File: src/rtl/core/gce_pkg.sv
`timescale 1ns / 1ps
// Package with shared types and codes for the graph coloring enumerator.
package gce_pkg;
  localparam int unsigned OpW = 2;
  localparam int unsigned NodeW = 5;
  localparam int unsigned StatusW = 3;
  localparam int unsigned ColorOutW = 64;
  localparam int unsigned CountW = 63;
  localparam int unsigned CfgIdxW = 1;
  localparam int unsigned CfgDataW = 5;

  localparam logic [OpW-1:0] OP_ADD_EDGE = 2'd0;
  localparam logic [OpW-1:0] OP_RESTART = 2'd1;
  localparam logic [OpW-1:0] OP_NEXT = 2'd2;
  localparam logic [OpW-1:0] OP_UNUSED = 2'd3;

  localparam logic [StatusW-1:0] ST_EDGE_OK = 3'd0;
  localparam logic [StatusW-1:0] ST_EDGE_REJ = 3'd1;
  localparam logic [StatusW-1:0] ST_COLORING = 3'd2;
  localparam logic [StatusW-1:0] ST_NO_MORE = 3'd3;
  localparam logic [StatusW-1:0] ST_RESTARTED = 3'd4;

  localparam logic [CfgIdxW-1:0] REG_NODE_COUNT = 1'd0;
  localparam logic [CfgIdxW-1:0] REG_COLOR_COUNT = 1'd1;

  typedef struct packed {
    logic [OpW-1:0] operation;
    logic [NodeW-1:0] node_a;
    logic [NodeW-1:0] node_b;
  } req_t;

  typedef struct packed {
    logic [StatusW-1:0] status;
    logic [ColorOutW-1:0] coloring;
    logic [CountW-1:0] found_count;
  } rsp_t;

  typedef struct packed {
    logic [CfgIdxW-1:0] index;
    logic [CfgDataW-1:0] data;
  } cfg_t;
endpackage

File: src/rtl/core/gce_if.sv
`timescale 1ns / 1ps
// Valid/ready channel interface carrying one payload.
interface gce_if #(parameter type payload_t = logic) ();
  logic valid;
  logic ready;
  payload_t payload;
  modport source (output valid, output payload, input ready);
  modport sink (input valid, input payload, output ready);
endinterface

File: src/rtl/core/gce_datapath.sv
`timescale 1ns / 1ps
// Datapath: adjacency matrix, color registers, search cursor and the legality checks.
module gce_datapath #(
  parameter int unsigned MaxNodes = 16,
  parameter int unsigned ColorBits = 4,
  parameter int unsigned IdxW = $clog2(MaxNodes),
  parameter int unsigned DepW = $clog2(MaxNodes + 1)
) (
  input  logic clk_i,
  input  logic rst_ni,
  input  logic cmd_clear_i,
  input  logic cmd_add_edge_i,
  input  logic [IdxW-1:0] edge_a_i,
  input  logic [IdxW-1:0] edge_b_i,
  input  logic cmd_begin_i,
  input  logic cmd_resume_i,
  input  logic cmd_try_i,
  input  logic cmd_fwd_i,
  input  logic cmd_count_i,
  input  logic [DepW-1:0] n_i,
  input  logic [ColorBits-1:0] m_i,
  output logic done_o,
  output logic found_o,
  output logic [gce_pkg::ColorOutW-1:0] coloring_o,
  output logic [gce_pkg::CountW-1:0] total_o
);
  import gce_pkg::*;

  logic [MaxNodes-1:0] adj_q [MaxNodes];
  logic [ColorBits-1:0] col_q [MaxNodes];
  logic [ColorBits-1:0] col_d [MaxNodes];
  logic [DepW-1:0] dep_q, dep_d;
  logic [ColorBits:0] try_q, try_d;
  logic [IdxW-1:0] fv_q, fv_d;
  logic in_fwd_q, in_fwd_d;
  logic done_q, done_d, found_q, found_d;
  logic [CountW-1:0] total_q;
  logic [MaxNodes-1:0] act;
  logic [IdxW-1:0] d_idx;
  logic [MaxNodes-1:0] nb_d, nb_v;
  logic [(1 << ColorBits)-1:0] used_v;
  logic [ColorBits-1:0] tc;
  logic tc_ok, v_has;
  logic [DepW:0] nlim;

  always_comb begin
    for (int i = 0; i < MaxNodes; i++) act[i] = (DepW'(i) < n_i);
  end

  assign d_idx = dep_q[IdxW-1:0];
  assign tc = try_q[ColorBits-1:0];
  assign nb_d = adj_q[d_idx] & act & ~(MaxNodes'(1) << d_idx);
  assign nb_v = adj_q[fv_q] & act & ~(MaxNodes'(1) << fv_q);

  always_comb begin
    tc_ok = 1'b1;
    for (int w = 0; w < MaxNodes; w++) begin
      if (nb_d[w] && col_q[w] == tc) tc_ok = 1'b0;
    end
    used_v = '0;
    for (int w = 0; w < MaxNodes; w++) begin
      if (nb_v[w] && col_q[w] != '0) used_v[col_q[w]] = 1'b1;
    end
    v_has = 1'b0;
    for (int c = 1; c < (1 << ColorBits); c++) begin
      if (ColorBits'(c) <= m_i && !used_v[c]) v_has = 1'b1;
    end
  end

  assign nlim = {1'b0, n_i};

  always_comb begin
    col_d = col_q;
    dep_d = dep_q;
    try_d = try_q;
    fv_d = fv_q;
    in_fwd_d = in_fwd_q;
    done_d = 1'b0;
    found_d = found_q;
    if (cmd_clear_i) begin
      for (int i = 0; i < MaxNodes; i++) col_d[i] = '0;
      dep_d = '0;
    end else if (cmd_begin_i) begin
      for (int i = 0; i < MaxNodes; i++) col_d[i] = '0;
      dep_d = '0;
      try_d = (ColorBits+1)'(1);
      in_fwd_d = 1'b0;
    end else if (cmd_resume_i) begin
      if (dep_q > n_i) dep_d = n_i;
    end else if (cmd_try_i) begin
      if (dep_q == '0) begin
        done_d = 1'b1;
        found_d = 1'b0;
      end else begin
        dep_d = dep_q - 1'b1;
        try_d = {1'b0, col_q[dep_q[IdxW-1:0] - 1'b1]} + 1'b1;
        col_d[dep_q[IdxW-1:0] - 1'b1] = '0;
      end
    end else if (cmd_fwd_i) begin
      if (in_fwd_q) begin
        if (nb_d[fv_q] && col_q[fv_q] == '0 && !v_has) begin
          col_d[d_idx] = '0;
          try_d = try_q + 1'b1;
          in_fwd_d = 1'b0;
        end else if (fv_q == IdxW'(MaxNodes - 1)) begin
          in_fwd_d = 1'b0;
          dep_d = dep_q + 1'b1;
          try_d = (ColorBits+1)'(1);
        end else begin
          fv_d = fv_q + 1'b1;
        end
      end else if ({1'b0, dep_q} >= nlim) begin
        done_d = 1'b1;
        found_d = 1'b1;
      end else if (try_q > {1'b0, m_i}) begin
        if (dep_q == '0) begin
          done_d = 1'b1;
          found_d = 1'b0;
        end else begin
          dep_d = dep_q - 1'b1;
          try_d = {1'b0, col_q[d_idx - 1'b1]} + 1'b1;
          col_d[d_idx - 1'b1] = '0;
        end
      end else if (!tc_ok) begin
        try_d = try_q + 1'b1;
      end else begin
        col_d[d_idx] = tc;
        in_fwd_d = 1'b1;
        fv_d = '0;
      end
    end
  end

  always_ff @(posedge clk_i or negedge rst_ni) begin
    if (!rst_ni) begin
      for (int i = 0; i < MaxNodes; i++) begin
        adj_q[i] <= '0;
        col_q[i] <= '0;
      end
      dep_q <= '0;
      try_q <= '0;
      fv_q <= '0;
      in_fwd_q <= 1'b0;
      done_q <= 1'b0;
      found_q <= 1'b0;
      total_q <= '0;
    end else begin
      col_q <= col_d;
      dep_q <= dep_d;
      try_q <= try_d;
      fv_q <= fv_d;
      in_fwd_q <= in_fwd_d;
      done_q <= done_d;
      found_q <= found_d;
      if (cmd_add_edge_i && edge_a_i != edge_b_i) begin
        adj_q[edge_a_i][edge_b_i] <= 1'b1;
        adj_q[edge_b_i][edge_a_i] <= 1'b1;
      end
      if (cmd_clear_i) total_q <= '0;
      else if (cmd_count_i) total_q <= total_q + 1'b1;
    end
  end

  always_comb begin
    coloring_o = '0;
    for (int i = 0; i < MaxNodes; i++) begin
      if (i * ColorBits < ColorOutW && act[i]) begin
        coloring_o = coloring_o | (ColorOutW'(col_q[i]) << (i * ColorBits));
      end
    end
  end

  assign done_o = done_q;
  assign found_o = found_q;
  assign total_o = total_q;
endmodule

File: src/rtl/core/gce_ctrl.sv
`timescale 1ns / 1ps
// Controller: decodes requests, sequences the search and holds the result register.
module gce_ctrl #(
  parameter int unsigned MaxNodes = 16,
  parameter int unsigned ColorBits = 4,
  parameter int unsigned IdxW = $clog2(MaxNodes),
  parameter int unsigned DepW = $clog2(MaxNodes + 1)
) (
  input  logic clk_i,
  input  logic rst_ni,
  input  logic in_valid_i,
  output logic in_ready_o,
  input  gce_pkg::req_t in_req_i,
  output logic out_valid_o,
  input  logic out_ready_i,
  output gce_pkg::rsp_t out_rsp_o,
  input  logic cfg_valid_i,
  output logic cfg_ready_o,
  input  gce_pkg::cfg_t cfg_i,
  output logic cmd_clear_o,
  output logic cmd_add_edge_o,
  output logic [IdxW-1:0] edge_a_o,
  output logic [IdxW-1:0] edge_b_o,
  output logic cmd_begin_o,
  output logic cmd_resume_o,
  output logic cmd_try_o,
  output logic cmd_fwd_o,
  output logic cmd_count_o,
  output logic [DepW-1:0] n_o,
  output logic [ColorBits-1:0] m_o,
  input  logic done_i,
  input  logic found_i,
  input  logic [gce_pkg::ColorOutW-1:0] coloring_i,
  input  logic [gce_pkg::CountW-1:0] total_i
);
  import gce_pkg::*;

  localparam logic [2:0] S_IDLE = 3'd0;
  localparam logic [2:0] S_RESUME = 3'd1;
  localparam logic [2:0] S_TRY = 3'd2;
  localparam logic [2:0] S_SEARCH = 3'd3;
  localparam logic [2:0] S_FINISH = 3'd4;
  localparam logic [2:0] S_REPORT = 3'd5;

  logic [2:0] state_q, state_d;
  logic [4:0] ncfg_q, ncfg_d;
  logic [3:0] mcfg_q, mcfg_d;
  logic started_q, started_d, exhausted_q, exhausted_d;
  logic out_valid_q, out_valid_d;
  rsp_t rsp_q, rsp_d;
  logic accept, out_free;
  logic a_ok, b_ok;

  assign n_o = ({1'b0, ncfg_q} > 6'(MaxNodes)) ? DepW'(MaxNodes) : DepW'(ncfg_q);
  assign m_o = ({2'b0, mcfg_q} > 6'((1 << ColorBits) - 1)) ? ColorBits'((1 << ColorBits) - 1)
             : ColorBits'(mcfg_q);
  assign out_free = !out_valid_q || out_ready_i;
  assign in_ready_o = (state_q == S_IDLE) && out_free;
  assign accept = in_valid_i && in_ready_o;
  assign cfg_ready_o = 1'b1;
  assign a_ok = {1'b0, in_req_i.node_a} < (6)'(n_o);
  assign b_ok = {1'b0, in_req_i.node_b} < (6)'(n_o);
  assign edge_a_o = in_req_i.node_a[IdxW-1:0];
  assign edge_b_o = in_req_i.node_b[IdxW-1:0];

  always_comb begin
    state_d = state_q;
    cmd_clear_o = 1'b0;
    cmd_add_edge_o = 1'b0;
    cmd_begin_o = 1'b0;
    cmd_resume_o = 1'b0;
    cmd_try_o = 1'b0;
    cmd_fwd_o = 1'b0;
    cmd_count_o = 1'b0;
    if (cfg_valid_i) cmd_clear_o = 1'b1;
    case (state_q)
      S_IDLE: begin
        if (accept) begin
          case (in_req_i.operation)
            OP_ADD_EDGE: cmd_add_edge_o = a_ok && b_ok;
            OP_RESTART: cmd_clear_o = 1'b1;
            OP_NEXT: begin
              if (exhausted_q) state_d = S_IDLE;
              else if (!started_q) begin
                cmd_begin_o = 1'b1;
                state_d = S_SEARCH;
              end else begin
                cmd_resume_o = 1'b1;
                state_d = S_RESUME;
              end
            end
            default: state_d = S_IDLE;
          endcase
        end
      end
      S_RESUME: begin
        cmd_try_o = 1'b1;
        state_d = S_TRY;
      end
      S_TRY: begin
        if (done_i) state_d = S_FINISH;
        else begin
          cmd_fwd_o = 1'b1;
          state_d = S_SEARCH;
        end
      end
      S_SEARCH: begin
        if (done_i) state_d = S_FINISH;
        else cmd_fwd_o = 1'b1;
      end
      S_FINISH: begin
        if (found_i) cmd_count_o = 1'b1;
        state_d = S_REPORT;
      end
      S_REPORT: begin
        if (out_free) state_d = S_IDLE;
      end
      default: state_d = S_IDLE;
    endcase
  end

  always_comb begin
    ncfg_d = ncfg_q;
    mcfg_d = mcfg_q;
    started_d = started_q;
    exhausted_d = exhausted_q;
    out_valid_d = out_valid_q;
    rsp_d = rsp_q;
    if (out_valid_q && out_ready_i) out_valid_d = 1'b0;
    if (cfg_valid_i) begin
      case (cfg_i.index)
        REG_NODE_COUNT: ncfg_d = cfg_i.data;
        REG_COLOR_COUNT: mcfg_d = cfg_i.data[3:0];
        default: ncfg_d = ncfg_q;
      endcase
      started_d = 1'b0;
      exhausted_d = 1'b0;
    end
    if (accept) begin
      rsp_d.coloring = '0;
      rsp_d.found_count = total_i;
      case (in_req_i.operation)
        OP_ADD_EDGE: begin
          rsp_d.status = (a_ok && b_ok) ? ST_EDGE_OK : ST_EDGE_REJ;
          out_valid_d = 1'b1;
        end
        OP_RESTART: begin
          started_d = 1'b0;
          exhausted_d = 1'b0;
          rsp_d.status = ST_RESTARTED;
          rsp_d.found_count = '0;
          out_valid_d = 1'b1;
        end
        OP_NEXT: begin
          started_d = 1'b1;
          if (exhausted_q) begin
            rsp_d.status = ST_NO_MORE;
            out_valid_d = 1'b1;
          end
        end
        default: begin
          rsp_d.status = ST_EDGE_REJ;
          out_valid_d = 1'b1;
        end
      endcase
    end
    if (state_q == S_FINISH && !found_i) exhausted_d = 1'b1;
    if (state_q == S_REPORT && out_free) begin
      out_valid_d = 1'b1;
      if (found_i) begin
        rsp_d.status = ST_COLORING;
        rsp_d.coloring = coloring_i;
      end else begin
        rsp_d.status = ST_NO_MORE;
        rsp_d.coloring = '0;
      end
      rsp_d.found_count = total_i;
    end
  end

  always_ff @(posedge clk_i or negedge rst_ni) begin
    if (!rst_ni) begin
      state_q <= S_IDLE;
      ncfg_q <= 5'd16;
      mcfg_q <= 4'd3;
      started_q <= 1'b0;
      exhausted_q <= 1'b0;
      out_valid_q <= 1'b0;
      rsp_q <= '0;
    end else begin
      state_q <= state_d;
      ncfg_q <= ncfg_d;
      mcfg_q <= mcfg_d;
      started_q <= started_d;
      exhausted_q <= exhausted_d;
      out_valid_q <= out_valid_d;
      rsp_q <= rsp_d;
    end
  end

  assign out_valid_o = out_valid_q;
  assign out_rsp_o = rsp_q;
endmodule

File: src/rtl/core/graph_coloring_enumerator.sv
`timescale 1ns / 1ps
// Top level of the graph coloring enumerator.
// The block takes requests on in_ch: add an undirected edge, restart the
// enumeration, or ask for the next proper coloring. Every request gives
// exactly one response on out_ch with a status, the packed coloring and the
// number of colorings found since the last restart or configuration write.
// Edge, restart and invalid requests answer in the cycle after the transfer.
// A next request runs a depth-first search with forward checking: one color
// trial or one neighbor check per cycle, and each placed color is followed
// by neighbor checks over the nodes in order. The search steps through the
// controller states RESUME and TRY (when resuming), SEARCH, FINISH and
// REPORT, and the response is registered once it ends; one request is in
// flight at a time.
// Configuration writes on cfg_ch set node_count (index 0) and color_count
// (index 1) and end any enumeration in progress; write them while idle.
// Reset clears the graph, the colors and the count, and sets 16 nodes and
// 3 colors. While the receiver stalls, the response register holds and no
// new request is taken.
module graph_coloring_enumerator #(
  parameter int unsigned MaxNodes = 16,
  parameter int unsigned ColorBits = 4
) (
  input  logic clk_i,
  input  logic rst_ni,
  gce_if.sink in_ch,
  gce_if.source out_ch,
  gce_if.sink cfg_ch
);
  import gce_pkg::*;

  localparam int unsigned IdxW = $clog2(MaxNodes);
  localparam int unsigned DepW = $clog2(MaxNodes + 1);

  logic cmd_clear, cmd_add_edge, cmd_begin, cmd_resume, cmd_try, cmd_fwd, cmd_count;
  logic [IdxW-1:0] edge_a, edge_b;
  logic [DepW-1:0] n_eff;
  logic [ColorBits-1:0] m_eff;
  logic done, found;
  logic [ColorOutW-1:0] coloring;
  logic [CountW-1:0] total;

  gce_ctrl #(.MaxNodes(MaxNodes), .ColorBits(ColorBits)) u_ctrl (
    .clk_i, .rst_ni,
    .in_valid_i(in_ch.valid), .in_ready_o(in_ch.ready), .in_req_i(in_ch.payload),
    .out_valid_o(out_ch.valid), .out_ready_i(out_ch.ready), .out_rsp_o(out_ch.payload),
    .cfg_valid_i(cfg_ch.valid), .cfg_ready_o(cfg_ch.ready), .cfg_i(cfg_ch.payload),
    .cmd_clear_o(cmd_clear), .cmd_add_edge_o(cmd_add_edge),
    .edge_a_o(edge_a), .edge_b_o(edge_b),
    .cmd_begin_o(cmd_begin), .cmd_resume_o(cmd_resume), .cmd_try_o(cmd_try),
    .cmd_fwd_o(cmd_fwd), .cmd_count_o(cmd_count), .n_o(n_eff), .m_o(m_eff),
    .done_i(done), .found_i(found), .coloring_i(coloring), .total_i(total)
  );

  gce_datapath #(.MaxNodes(MaxNodes), .ColorBits(ColorBits)) u_dp (
    .clk_i, .rst_ni,
    .cmd_clear_i(cmd_clear), .cmd_add_edge_i(cmd_add_edge),
    .edge_a_i(edge_a), .edge_b_i(edge_b),
    .cmd_begin_i(cmd_begin), .cmd_resume_i(cmd_resume), .cmd_try_i(cmd_try),
    .cmd_fwd_i(cmd_fwd), .cmd_count_i(cmd_count), .n_i(n_eff), .m_i(m_eff),
    .done_o(done), .found_o(found), .coloring_o(coloring), .total_o(total)
  );
endmodule

File: src/flat_wrapper.sv
// flat-port wrapper written by rule: the top's interface ports become plain ports
module graph_coloring_enumerator_flat import gce_pkg::*;
#(
  parameter int unsigned MaxNodes = 16,
  parameter int unsigned ColorBits = 4
)
  (clk_i, rst_ni, in_ch_valid, in_ch_payload, in_ch_ready, out_ch_valid, out_ch_payload, out_ch_ready, cfg_ch_valid, cfg_ch_payload, cfg_ch_ready);
  gce_if in_ch_i ();
  gce_if out_ch_i ();
  gce_if cfg_ch_i ();
  input  logic clk_i;
  input  logic rst_ni;
  input wire logic [$bits(in_ch_i.valid)-1:0] in_ch_valid;
  input wire logic [$bits(in_ch_i.payload)-1:0] in_ch_payload;
  output wire logic [$bits(in_ch_i.ready)-1:0] in_ch_ready;
  output wire logic [$bits(out_ch_i.valid)-1:0] out_ch_valid;
  output wire logic [$bits(out_ch_i.payload)-1:0] out_ch_payload;
  input wire logic [$bits(out_ch_i.ready)-1:0] out_ch_ready;
  input wire logic [$bits(cfg_ch_i.valid)-1:0] cfg_ch_valid;
  input wire logic [$bits(cfg_ch_i.payload)-1:0] cfg_ch_payload;
  output wire logic [$bits(cfg_ch_i.ready)-1:0] cfg_ch_ready;
  assign in_ch_i.valid = in_ch_valid;
  assign in_ch_i.payload = in_ch_payload;
  assign in_ch_ready = in_ch_i.ready;
  assign out_ch_valid = out_ch_i.valid;
  assign out_ch_payload = out_ch_i.payload;
  assign out_ch_i.ready = out_ch_ready;
  assign cfg_ch_i.valid = cfg_ch_valid;
  assign cfg_ch_i.payload = cfg_ch_payload;
  assign cfg_ch_ready = cfg_ch_i.ready;
  graph_coloring_enumerator #(.MaxNodes(MaxNodes), .ColorBits(ColorBits)) u_core (.clk_i(clk_i), .rst_ni(rst_ni), .in_ch(in_ch_i), .out_ch(out_ch_i), .cfg_ch(cfg_ch_i));
endmodule
File: config.mk
export PLATFORM = sky130hd
export DESIGN_NAME = graph_coloring_enumerator_flat
export DESIGN_NICKNAME = d
export VERILOG_FILES = /design/src/rtl/core/gce_pkg.sv /design/src/rtl/core/gce_if.sv /design/src/rtl/core/gce_datapath.sv /design/src/rtl/core/gce_ctrl.sv /design/src/rtl/core/graph_coloring_enumerator.sv /design/src/flat_wrapper.sv
export SDC_FILE = /design/constraint.sdc
export NUM_CORES = 1
export LEC_CHECK = 0
export ABC_AREA = 0
export BUFFER_PORTS_ARGS = -buffer_cell sky130_fd_sc_hd__buf_2
export CAP_MARGIN = 10
export CORE_AREA = 2 2 117 119
export DETAILED_ROUTE_END_ITERATION = 12
export DIE_AREA = 0 0 119 121
export PLACE_DENSITY = 0.74
export SLEW_MARGIN = 10
export SYNTH_ARGS = -nofsm -noshare
export SYNTH_HDL_FRONTEND = slang
export SYNTH_SLANG_ARGS = --single-unit
File: constraint.sdc
create_clock -name clk_i -period 9.7 [get_ports clk_i]
set_input_delay 1.455 -clock clk_i [delete_from_list [all_inputs] [get_ports clk_i]]
set_output_delay 1.455 -clock clk_i [all_outputs]
set_load 0.02 [all_outputs]
# Word-level counts from Yosys, hierarchy flattened
# Index checks and enable logic that the tools add are counted.
dict set report totals {
  reg_bits 407
  output_inout_bits 4
  in_bits 7
  wordCells 446
}
dict set report op_classes {
  reduce_logical 99
  addsub 7
  n_eq_ne 36
  n_lt_le_gt_ge 63
  n_shift 2
  mux 162
  bitwise 34
}
# operator count
set op_table {}
lappend op_table {{64-bit two-way mux} 9}
lappend op_table {{256-bit by 242-bit bitwise OR with 256-bit output} 1}
lappend op_table {{256-bit bitwise OR} 1}
lappend op_table {{64-bit bitwise AND} 2}
lappend op_table {{16-bit binary-select mux with 4-bit select} 2}
lappend op_table {{64-bit inverter} 2}
lappend op_table {{63-bit two-way mux} 2}
lappend op_table {{4-bit two-way mux} 28}
lappend op_table {{5-bit two-way mux} 19}
lappend op_table {{4-bit by 5-bit less-than comparator with 1-bit output, second input constant} 17}
lappend op_table {{1-bit two-way mux} 70}
lappend op_table {{4-bit nonzero test} 17}
lappend op_table {{16-bit bitwise AND} 4}
lappend op_table {{64-bit bitwise mux} 1}
lappend op_table {{1-bit demux with 4-bit select} 16}
lappend op_table {{16-bit demux with 4-bit select} 1}
lappend op_table {{4-bit equality test} 16}
lappend op_table {{4-bit by 1-bit >= comparator with 1-bit output, second input constant} 16}
lappend op_table {{16-bit two-way mux} 4}
lappend op_table {{63-bit by 1-bit adder with 63-bit output, second input constant} 1}
lappend op_table {{1-bit logical AND} 60}
lappend op_table {{4-bit bitwise OR} 15}
lappend op_table {{4-bit by 5-bit less-than comparator with 1-bit output, first input constant} 8}
lappend op_table {{4-bit binary-select mux with 4-bit select} 2}
lappend op_table {{48 further kinds} 89}

# Longest topological paths before layout
# Gate-level depths: netlist (run 1).
dict set report logic_depth {
  ltp_word 48
  depth_mapped 14
  mapped_depth_nobuf 9
}

# By module
# From an unflattened synthesis (run 1), not the netlist that was laid out.
dict set report hier_totals {
  cells_unflattened 3713
  hier_area_um2 34699.5
}
# mod n_inst cells_per_inst area_each_um2
set modules_own_cells {}
lappend modules_own_cells {gce_datapath 1 3295 28982.8}
lappend modules_own_cells {gce_ctrl 1 417 5713.0}
lappend modules_own_cells {graph_coloring_enumerator 1 1 3.8}

# Worst setup path after synthesis (run 1)
# OpenSTA, ideal clock, no wires.
dict set report synth_path {
  path_type {input -> output}
  startpoint {input out_ch_ready}
  endpoint {output in_ch_ready}
  cell_stages 2
  required_time_ps 8245
  arrival_time_ps 2186
  setup_slack_ps 6059
  cell_sequence {nor2b_1 -> nor4_1}
}
dict set report synth_via {
  elab_chain_cells 2
}
# item line_no
set synth_rtl {}
lappend synth_rtl {{start: declaration} flat_wrapper.sv:18} ;# input wire logic [$bits(out_ch_i.ready)-1:0] out_ch_ready;
lappend synth_rtl {{1-bit logical OR} gce_ctrl.sv:57} ;# assign out_free = !out_valid_q || out_ready_i;
lappend synth_rtl {{1-bit logical AND} gce_ctrl.sv:58} ;# assign in_ready_o = (state_q == S_IDLE) && out_free;
lappend synth_rtl {{end: declaration} flat_wrapper.sv:15} ;# output wire logic [$bits(in_ch_i.ready)-1:0] in_ch_ready;
# Every way passes these cells.

# Worst setup path in the final report (run 1)
dict set report layout_path {
  startpoint {register u_core.u_dp.try_q[0]}
  endpoint {register u_core.u_dp.dep_q[0]}
}
dict set report layout_via {
  elab_chain_cells 3
}
# item line_no
set layout_rtl {}
lappend layout_rtl {{start: declaration} gce_datapath.sv:33} ;# logic [ColorBits:0] try_q, try_d;
lappend layout_rtl {{start signal: assignment} gce_datapath.sv:150} ;# try_q <= try_d;
lappend layout_rtl {{5-bit by 2-bit greater-than comparator with 1-bit output} gce_datapath.sv:115} ;# end else if (try_q > {1'b0, m_i}) begin
lappend layout_rtl {{4-bit nonzero test (no line)} --}
lappend layout_rtl {{5-bit AND reduction (no line)} --}
lappend layout_rtl {{end signal: assignment} gce_datapath.sv:149} ;# dep_q <= dep_d;
lappend layout_rtl {{end: declaration} gce_datapath.sv:32} ;# logic [DepW-1:0] dep_q, dep_d;
# Every way passes these cells.
# A chain may end at the register's enable or synchronous reset.

==> summary.txt, run 1 <==
==========================================================================================
Max-cap check violation count                                                            0
Clock edge transition at the registers on the reported setup and hold paths        0.06 ns
TritonCTS Buffers                                                                        9
Final Max Slew Viols                                                                     0
Port-buffer cells                                                                        9
Setup TNS                                                                             0 ns
Post-synthesis sequential area ratio                                                 0.359
Die area                                                                       0.0144 mm^2
Combinational power share                                                            0.582
Type of the most critical hold path                                             reg -> reg
Largest area contributor in the synthesized netlist                           sky130_fd_sc_hd__dfrtp_1
Static leakage                                                                  0.00271 uW
Cell types occupying the most area after synthesis                            sky130_fd_sc_hd__dfrtp_1 (35%), sky130_fd_sc_hd__mux4_2 (6.7%), sky130_fd_sc_hd__nand2_1 (4.6%)
Hold path start                                                               u_core.u_dp.adj_q[240]$_DFFE_PN0P_
CP max stage delay                                                                 0.86 ns
Hold path depth                                                                          0
Number of top-level pins                                                                11
Mapped Area                                                                   0.00641 mm^2
Clock sink count                                                                        92
Internal power contribution                                                        1100 uW
Final worst path period need                                                       3.95 ns
Slowest library cell on the worst path                                        sky130_fd_sc_hd__o21ai_0
Hold path endpoint                                                            u_core.u_dp.adj_q[240]$_DFFE_PN0P_
Number of nets in the synthesized netlist                                              742
Sum of overflow across all layers after global routing                                   0
Ys async rst share                                                                    1.00
Worst R2R Path Depth                                                                     8
Reg2Reg Launch Point                                                          u_core.u_dp.try_q[0]$_DFFE_PN0P_
Worst slack after detailed placement                                               5.49 ns
DPL Wire Length                                                                   13100 um
Sum of met2 wire segment lengths after detailed routing                            8720 um
DRT Pass-1 Iters                                                                         6
Cell-by-cell trace of the critical path                                       ha_1 > and3b_1 > nor2_2 > buf_4 > o21ai_0 > o21ai_1 > or3_1 > a21oi_1
Post-Syn Area per Cell                                                           8.88 um^2
Net count, final                                                                       709
Overall track demand over capacity in global routing                                 0.284
Reg-to-reg critical path endpoint                                             u_core.u_dp.dep_q[0]$_DFFE_PN0P_
Number of core rows                                                                     42
Arrival time reported for the critical path endpoint                               4.22 ns
Clk_lat worst skew                                                                 0.36 ns
CTS H-Tree Depth                                                                         3
Setup Crit Path Kind                                                            reg -> reg
Clock tree from TritonCTS                                                            built
Detailed-route DRC error count                                                           0
Cell count after synthesis                                                             722
RSZ-0062 raised after global routing                                                 false
Worst-case clock buffer depth                                                            2
Maximum resistive drop on vdd                                                   0.000245 V
Routed via count                                                                      5993
Avg WL per Cell                                                                    22.6 um
Layout filler cell count                                                              1171
Diode insertion count for antenna repair                                                 0
Routed Wire Length                                                                19700 um
Switch share                                                                         0.510
Status                                                                        finished clean
Most frequently used flop master after synthesis                              sky130_fd_sc_hd__dfrtp_1
Starting density of the core                                                         0.490
Fin. Hold Viols                                                                          0
Worst Max-Slew Pin Slew                                                            1.12 ns
Yosys warning count                                                                      0
Sort of element at the end of the critical path                                   register
Post-route met1 wirelength                                                         8160 um
First-pass GRT wire length                                                        31900 um
Post-synthesis sequential element count                                                 92
Clock tree root driver cell                                                   sky130_fd_sc_hd__clkbuf_16
Via-per-instance ratio                                                                6.89
Final worst slack                                                                  5.75 ns
Total non-filler cell area in the finished layout                             0.00681 mm^2
Area of the core                                                               0.0131 mm^2
Number of unique standard cell types used by synthesis                                  71
Routed length on met3                                                              2090 um
Placer's final routability congestion estimate                                        1.01
Layout Skew                                                                     0.00530 ns
Area overhead of the layout relative to synthesis                                    6.09%
DIE WIDTH                                                                           119 um
Power per cell area                                                            329 mW/mm^2
Number of cells upsized or downsized after cts                                           0
Required time at the worst-slack endpoint                                          9.98 ns
Number of antenna violations at the first check in global routing                        0
Post-CTS Setup Inserts                                                                   0
CTS Hold Bufs                                                                            0
Final worst path period share                                                        0.407
Maximum fanout count along the critical path                                            33
Initial DRC Count                                                                      723
Worst setup slack for register-to-register paths                                   5.75 ns
Area fraction of the dominant cell type after synthesis                              0.355
Final setup violation count                                                              0
Share of post-route cells with drive strength above 1                                0.112
Share of total power in the clock network                                            0.171
Number of synthesized flops with an enable pin                                           0
Chip Height                                                                         121 um
Relative slew margins                                                                0.250
Peak clock frequency supported by timing                                           253 MHz
Switching power total                                                              1140 uW
Critical Path Source Type                                                         register
Sequential power share                                                               0.247
Vias in the first global route                                                        5770
Post-Place Cell Area                                                          0.00647 mm^2
Maximum number of pins on one net before global-route repair                            73
Uppermost layer routed                                                                met4
Number of nets still failing antenna checks after routing                                0
==========================================================================================
[per-layer routing]
layer | up-vias | global-route usage
met4 | 0 | 0.136
li1 | 2653 | -
met3 | 60 | 0.0620
met5 | - | 0
met1 | 2895 | 0.388
met2 | 385 | 0.430
[critical path, delay by kind of cell (launching register included)]
kind            cells  cell delay (ns)
compound gates      3             1.51
flops               1             0.81
simple gates        3             0.79
fa+ha+maj           1             0.48
buf+inv             1             0.25
[metrics by stage]
stage                util  total power, uW  std cells  hold WS [ns]
floorplan               -             1490        722         0.425
global placement    0.495             1760        853         0.406
detailed placement  0.495             1810        853         0.406
CTS                 0.519             2190        869         0.421
global route        0.520             2370        870         0.429
finish              0.520             2240        870         0.417
[state kept, by name, indices dropped and copies added (netlist names)]
name	cells
u_core.u_dp.adj_q	3
u_core.u_dp.found_o	1
u_core.u_dp.try_q	5
u_core.u_dp.col_q	64
u_core.u_ctrl.out_rsp_o	1
u_core.u_dp.dep_q	5
u_core.u_dp.in_fwd_q	1
u_core.u_ctrl.ncfg_q	2
u_core.u_dp.fv_q	4
u_core.u_dp.total_o	1
u_core.u_ctrl.out_valid_o	1
u_core.u_dp.done_o	1
u_core.u_ctrl.state_q	3
[cell families (layout without fill, tap and decap cells)]
kind of cell             after synthesis  in the layout  share of synthesized area
multiplexers                          21             21                     0.0702
other                                  1              1                   0.000585
adder cells (fa/ha/maj)               13             13                     0.0254
AND/OR/NAND/NOR                      236            236                      0.183
XOR/XNOR                              13             13                     0.0177
flip-flops                            92             92                      0.359
buffers and inverters                 76             48                     0.0523
AO/OA/AOI/OAI                        270            270                      0.292
[cell usage in the layout (no fill, tap or decap), drive strengths merged, types with 7 or more instances in the layout]
master	Yosys	routed
dfrtp	91	91
nand2	79	79
o21ai	67	67
a21oi	52	52
nor2	46	46
nor2b	30	30
a311oi	21	21
mux4	19	19
a31oi	19	19
a22o	19	19
buf	31	19
nand3	18	18
a22oi	17	17
and2	14	14
inv	13	13
o2bb2ai	13	13
ha	13	13
clkbuf	32	11
xnor2	9	9
o31ai	9	9
o22ai	9	9
nand2b	8	8
and3	7	7
[worst max-delay path by stage]
stage                                      from                           endpoint  depth (start not counted)
4_1_cts        u_core.u_dp.dep_q[0]$_DFFE_PN0P_  u_core.u_dp.col_q[52]$_DFFE_PN0P_                         10
3_3_place_gp                       cfg_ch_valid  u_core.u_dp.col_q[57]$_DFFE_PN0P_                          6
6_report       u_core.u_dp.try_q[0]$_DFFE_PN0P_   u_core.u_dp.dep_q[0]$_DFFE_PN0P_                          8
3_5_place_dp                       cfg_ch_valid  u_core.u_dp.col_q[56]$_DFFE_PN0P_                          6
2_1_floorplan                      out_ch_ready                        in_ch_ready                          2
5_1_grt        u_core.u_dp.dep_q[0]$_DFFE_PN0P_   u_core.u_dp.try_q[3]$_DFFE_PN0P_                          9
[synth_stat cells (7+ instances only)]
library cell	n
sky130_fd_sc_hd__dfrtp_1	91
sky130_fd_sc_hd__nand2_1	79
sky130_fd_sc_hd__a21oi_1	51
sky130_fd_sc_hd__nor2_1	46
sky130_fd_sc_hd__o21ai_0	46
sky130_fd_sc_hd__clkbuf_1	32
sky130_fd_sc_hd__nor2b_1	30
sky130_fd_sc_hd__a311oi_1	21
sky130_fd_sc_hd__a22o_1	19
sky130_fd_sc_hd__a31oi_1	19
sky130_fd_sc_hd__mux4_2	19
sky130_fd_sc_hd__nand3_1	18
sky130_fd_sc_hd__a22oi_1	17
sky130_fd_sc_hd__buf_2	13
sky130_fd_sc_hd__ha_1	13
sky130_fd_sc_hd__inv_1	13
sky130_fd_sc_hd__o21ai_1	13
sky130_fd_sc_hd__o2bb2ai_1	13
sky130_fd_sc_hd__buf_1	11
sky130_fd_sc_hd__and2_1	10
sky130_fd_sc_hd__o31ai_1	9
sky130_fd_sc_hd__xnor2_1	9
sky130_fd_sc_hd__nand2b_1	8
sky130_fd_sc_hd__o21ai_2	8
sky130_fd_sc_hd__o22ai_1	8
sky130_fd_sc_hd__and3_1	7
[cell type report]
class | count | area [um^2] | share of cell area
Clock inverter | 5 | 75.1 | 0.0110
Multi-Input combinational cell | 554 | 3780 | 0.556
Timing Repair Buffer | 19 | 130 | 0.0191
Inverter | 13 | 48.8 | 0.00717
Clock buffer | 11 | 243 | 0.0357
Tap cell | 176 | 220 | 0.0324
Sequential cell | 92 | 2300 | 0.339
[power groups by stage]
stage	combinational, uW	clock [uW]	sequential, uW
global route	1410	404	560
global placement	1220	0	547
detailed placement	1250	0	553
finish	1310	382	554
floorplan	1000	0	488
CTS	1250	389	545
(Power assumes the default switching activity.)
==> run 2: changes to the inputs <==
ABC_AREA = 1   (was 0)
CORE_AREA = 2 2 124 126   (was 2 2 117 119)
DIE_AREA = 0 0 126 128   (was 0 0 119 121)
PLACE_DENSITY = 0.76   (was 0.74)
clock period = 3.2 ns   (was 9.7 ns; I/O delays follow)
==> summary.txt, run 2 <==
==========================================================================================
Detailed-route DRC error count                                                           0   unchanged
Arrival time reported for the critical path endpoint                               3.12 ns   was 4.22 ns
Static leakage                                                                  0.00343 uW   was 0.00271 uW
Layout filler cell count                                                              1487   was 1171
Clock tree root driver cell                                                   sky130_fd_sc_hd__clkbuf_16   unchanged
Clock edge transition at the registers on the reported setup and hold paths        0.07 ns   was 0.06 ns
Cell count after synthesis                                                            1101   was 722
Mapped Area                                                                   0.00729 mm^2   was 0.00641 mm^2
Register with the highest flop count                                          u_core.u_dp.col_q   unchanged
Final Max Slew Viols                                                                     0   unchanged
Die area                                                                       0.0161 mm^2   was 0.0144 mm^2
Number of core rows                                                                     45   was 42
Slowest library cell on the worst path                                        sky130_fd_sc_hd__dfrtp_1   was sky130_fd_sc_hd__o21ai_0
Most numerous cell types in the synthesized netlist                           sky130_fd_sc_hd__nand2_1 (375), sky130_fd_sc_hd__nand3_1 (112), sky130_fd_sc_hd__dfrtp_1 (91)   was sky130_fd_sc_hd__dfrtp_1 (91), sky130_fd_sc_hd__nand2_1 (79), sky130_fd_sc_hd__a21oi_1 (51)
Worst Hold Margin                                                                 0.151 ns   was 0.417 ns
Yosys warning count                                                                      0   unchanged
Number of unique standard cell types used by synthesis                                  45   was 71
Cell-by-cell trace of the critical path                                       inv_1 > ha_1 > inv_1 > nand3_1 > nand3_1 > nand3_1 > nand2_1 > inv_1 > ha_1 > or2_2 > o211ai_1 > nand2_1 > nand2_1 > nand2_1   was ha_1 > and3b_1 > nor2_2 > buf_4 > o21ai_0 > o21ai_1 > or3_1 > a21oi_1
Required time at the worst-slack endpoint                                          3.45 ns   was 9.98 ns
Area of all sequential standard cells                                         0.00230 mm^2   about the same
Vias in the first global route                                                        6903   was 5770
Max-cap check violation count                                                            0   unchanged
Post-Syn Area per Cell                                                           6.62 um^2   was 8.88 um^2
Top flop regs                                                                 u_core.u_dp.col_q (64), u_core.u_dp.dep_q (5), u_core.u_dp.try_q (5)   unchanged
Post-synthesis sequential element count                                                 92   unchanged
Sum of overflow across all layers after global routing                                   0   unchanged
RSZ-0062 raised after global routing                                                 false   unchanged
First-pass GRT wire length                                                        35300 um   was 31900 um
Chip Height                                                                         128 um   was 121 um
Placer's final routability congestion estimate                                       0.949   was 1.01
Relative slew margins                                                                0.570   was 0.250
Final worst path period share                                                        0.897   was 0.407
Area overhead of the layout relative to synthesis                                    5.27%   was 6.09%
Post-CTS Setup Inserts                                                                   0   unchanged
Number of top-level pins                                                                11   unchanged
Net count, final                                                                      1108   was 709
Final worst path period need                                                       2.87 ns   was 3.95 ns
Diode insertion count for antenna repair                                                 0   unchanged
Maximum number of pins on one net before global-route repair                            49   was 73
Post-synthesis sequential area ratio                                                 0.316   was 0.359
Worst-case clock buffer depth                                                            2   unchanged
Largest area contributor in the synthesized netlist                           sky130_fd_sc_hd__dfrtp_1   unchanged
Most frequent standard cell in the layout excluding fill and tap cells        sky130_fd_sc_hd__nand2_1   was sky130_fd_sc_hd__dfrtp_1
Number of cells upsized or downsized after cts                                           0   unchanged
Area fraction of the dominant cell type after synthesis                              0.313   was 0.355
Total area of multi-input combinational cells                                 0.00427 mm^2   was 0.00378 mm^2
Most common cell in the synthesized netlist                                   sky130_fd_sc_hd__nand2_1   was sky130_fd_sc_hd__dfrtp_1
Routed Wire Length                                                                21300 um   was 19700 um
Type of the most critical hold path                                            in -> async   was reg -> reg
Peak clock frequency supported by timing                                           349 MHz   was 253 MHz
Share of post-route cells with drive strength above 1                                0.107   was 0.112
Routed via count                                                                      7335   was 5993
Clock sink count                                                                        92   unchanged
Worst Max-Slew Pin Slew                                                           0.645 ns   was 1.12 ns
Status                                                                        finished clean   unchanged
Most frequent CP cell                                                         sky130_fd_sc_hd__nand2_1
Starting density of the core                                                         0.490   about the same
TritonCTS Buffers                                                                        9   unchanged
DIE WIDTH                                                                           126 um   was 119 um
Worst setup slack for register-to-register paths                                   0.33 ns   was 5.75 ns
Via-per-instance ratio                                                                5.74   was 6.89
Commonest cells after routing, fill and taps aside                            sky130_fd_sc_hd__nand2_1 (375), sky130_fd_sc_hd__nand3_1 (112), sky130_fd_sc_hd__dfrtp_1 (91)   was sky130_fd_sc_hd__dfrtp_1 (90), sky130_fd_sc_hd__nand2_1 (79), sky130_fd_sc_hd__a21oi_1 (51)
Critical Path Source Type                                                         register   unchanged
Clk_lat worst skew                                                                 0.36 ns   about the same
Avg WL per Cell                                                                    16.7 um   was 22.6 um
CTS Hold Bufs                                                                            0   unchanged
Post-Place Cell Area                                                          0.00739 mm^2   was 0.00647 mm^2
CTS H-Tree Depth                                                                         3   unchanged
Final setup violation count                                                              0   unchanged
Number of nets still failing antenna checks after routing                                0   unchanged
Worst R2R Path Depth                                                                    14   was 8
Power per cell area                                                           1230 mW/mm^2   was 329 mW/mm^2
DPL Wire Length                                                                   14800 um   was 13100 um
CP max stage delay                                                                 0.45 ns   was 0.86 ns
Maximum fanout count along the critical path                                            15   was 33
Layout Skew                                                                      0.0129 ns   was 0.00530 ns
Initial DRC Count                                                                      838   was 723
Fin. Hold Viols                                                                          0   unchanged
Most frequently used flop master after synthesis                              sky130_fd_sc_hd__dfrtp_1   unchanged
Setup Crit Path Kind                                                            reg -> reg   unchanged
Number of flip-flops in the largest register                                            64   unchanged
Ys async rst share                                                                    1.00   unchanged
Area of the core                                                               0.0149 mm^2   was 0.0131 mm^2
Total non-filler cell area in the finished layout                             0.00767 mm^2   was 0.00681 mm^2
Maximum resistive drop on vdd                                                   0.000546 V   was 0.000245 V
DRT Pass-1 Iters                                                                         6   unchanged
Number of antenna violations at the first check in global routing                        0   unchanged
Clock tree from TritonCTS                                                            built   unchanged
Port-buffer cells                                                                        9   unchanged
Number of synthesized flops with an enable pin                                           0   unchanged
Sort of element at the end of the critical path                                   register   unchanged
Overall track demand over capacity in global routing                                 0.274   was 0.284
Number of nets in the synthesized netlist                                             1121   was 742
Cell types occupying the most area after synthesis                            sky130_fd_sc_hd__dfrtp_1 (31%), sky130_fd_sc_hd__nand2_1 (19%), sky130_fd_sc_hd__nand3_1 (7.7%)   was sky130_fd_sc_hd__dfrtp_1 (35%), sky130_fd_sc_hd__mux4_2 (6.7%), sky130_fd_sc_hd__nand2_1 (4.6%)
Setup TNS                                                                             0 ns   unchanged
==========================================================================================
-- run 2: cell count changes in the layout (fill, tap and decap cells not counted), moves of 28 or more --
cell                      change
sky130_fd_sc_hd__nor2b_1     -30
sky130_fd_sc_hd__a21oi_1     +34
sky130_fd_sc_hd__nand3_1     +94
sky130_fd_sc_hd__inv_1       +74
sky130_fd_sc_hd__nand2_1    +296
sky130_fd_sc_hd__o21ai_1     +28
sky130_fd_sc_hd__o21ai_0     +36
-- run 2: cells by family after synthesis --
family | after synthesis | synth area share
flip-flops | 92 | 0.316
other | 1 | 0.000515
adder cells (fa/ha/maj) | 13 | 0.0223
buffers and inverters | 152 | 0.0984
XOR/XNOR | 8 | 0.00962
AO/OA/AOI/OAI | 221 | 0.158
AND/OR/NAND/NOR | 614 | 0.395
-- run 2: routing by layer --
metal	GRT usage	wire, um	part of all wire
met5	0	0	0
met4	0.119	619	0.029
met3	0.0501	1480	0.069
met2	0.430	9740	0.46
met1	0.372	9500	0.45
-- run 2: power breakdown --
group | internal, uW | switching [uW] | leakage, uW
clock network | 614 | 447 | 0.000134
logic | 2070 | 4460 | 0.00208
registers | 1470 | 361 | 0.00122
-- run 2: final cells by class --
type,instances,share of cell area
Multi-Input combinational cell,857,0.556
Sequential cell,92,0.300
Inverter,100,0.0499
Clock buffer,11,0.0316
Tap cell,188,0.0307
Timing Repair Buffer,28,0.0264
Clock inverter,2,0.00489
-- run 2: path summary, 6_finish.rpt --
kind | startpoint | to
setup reg to reg | u_core.u_dp.dep_q[1]$_DFFE_PN0P_ | u_core.u_dp.try_q[2]$_DFFE_PN0P_
hold / removal | rst_ni | u_core.u_dp.col_q[2]$_DFFE_PN0P_
hold reg to reg | u_core.u_dp.adj_q[240]$_DFFE_PN0P_ | u_core.u_dp.adj_q[240]$_DFFE_PN0P_
setup / recovery | u_core.u_dp.dep_q[1]$_DFFE_PN0P_ | u_core.u_dp.try_q[2]$_DFFE_PN0P_
min in group clk_i | cfg_ch_payload | u_core.u_ctrl.ncfg_q[0]$_DFFE_PN0P_
max in group asynchronous | rst_ni | u_core.u_ctrl.ncfg_q[4]$_DFFE_PN1P_
-- run 2: per-stage QoR --
stage	instances	total power [uW]	utilization	worst slack, ns
after global routing	1278	10300	0.516	0.0903
final	1278	9420	0.516	0.331
after global placement	1265	8120	0.497	0.449
after floorplan	1101	6810	-	0.323
after CTS	1278	9290	0.516	0.370
after detailed placement	1265	8210	0.497	0.371
-- run 2: worst max-delay path, delay by kind of cell (launching register included) --
family                     cells  cell delay [ns]
buffers and inverters          3             0.73
DFF                            1             0.45
adders and majority gates      2             0.49
AOI/OAI and AO/OA              1             0.17
and+or+nand+nor                8             0.93
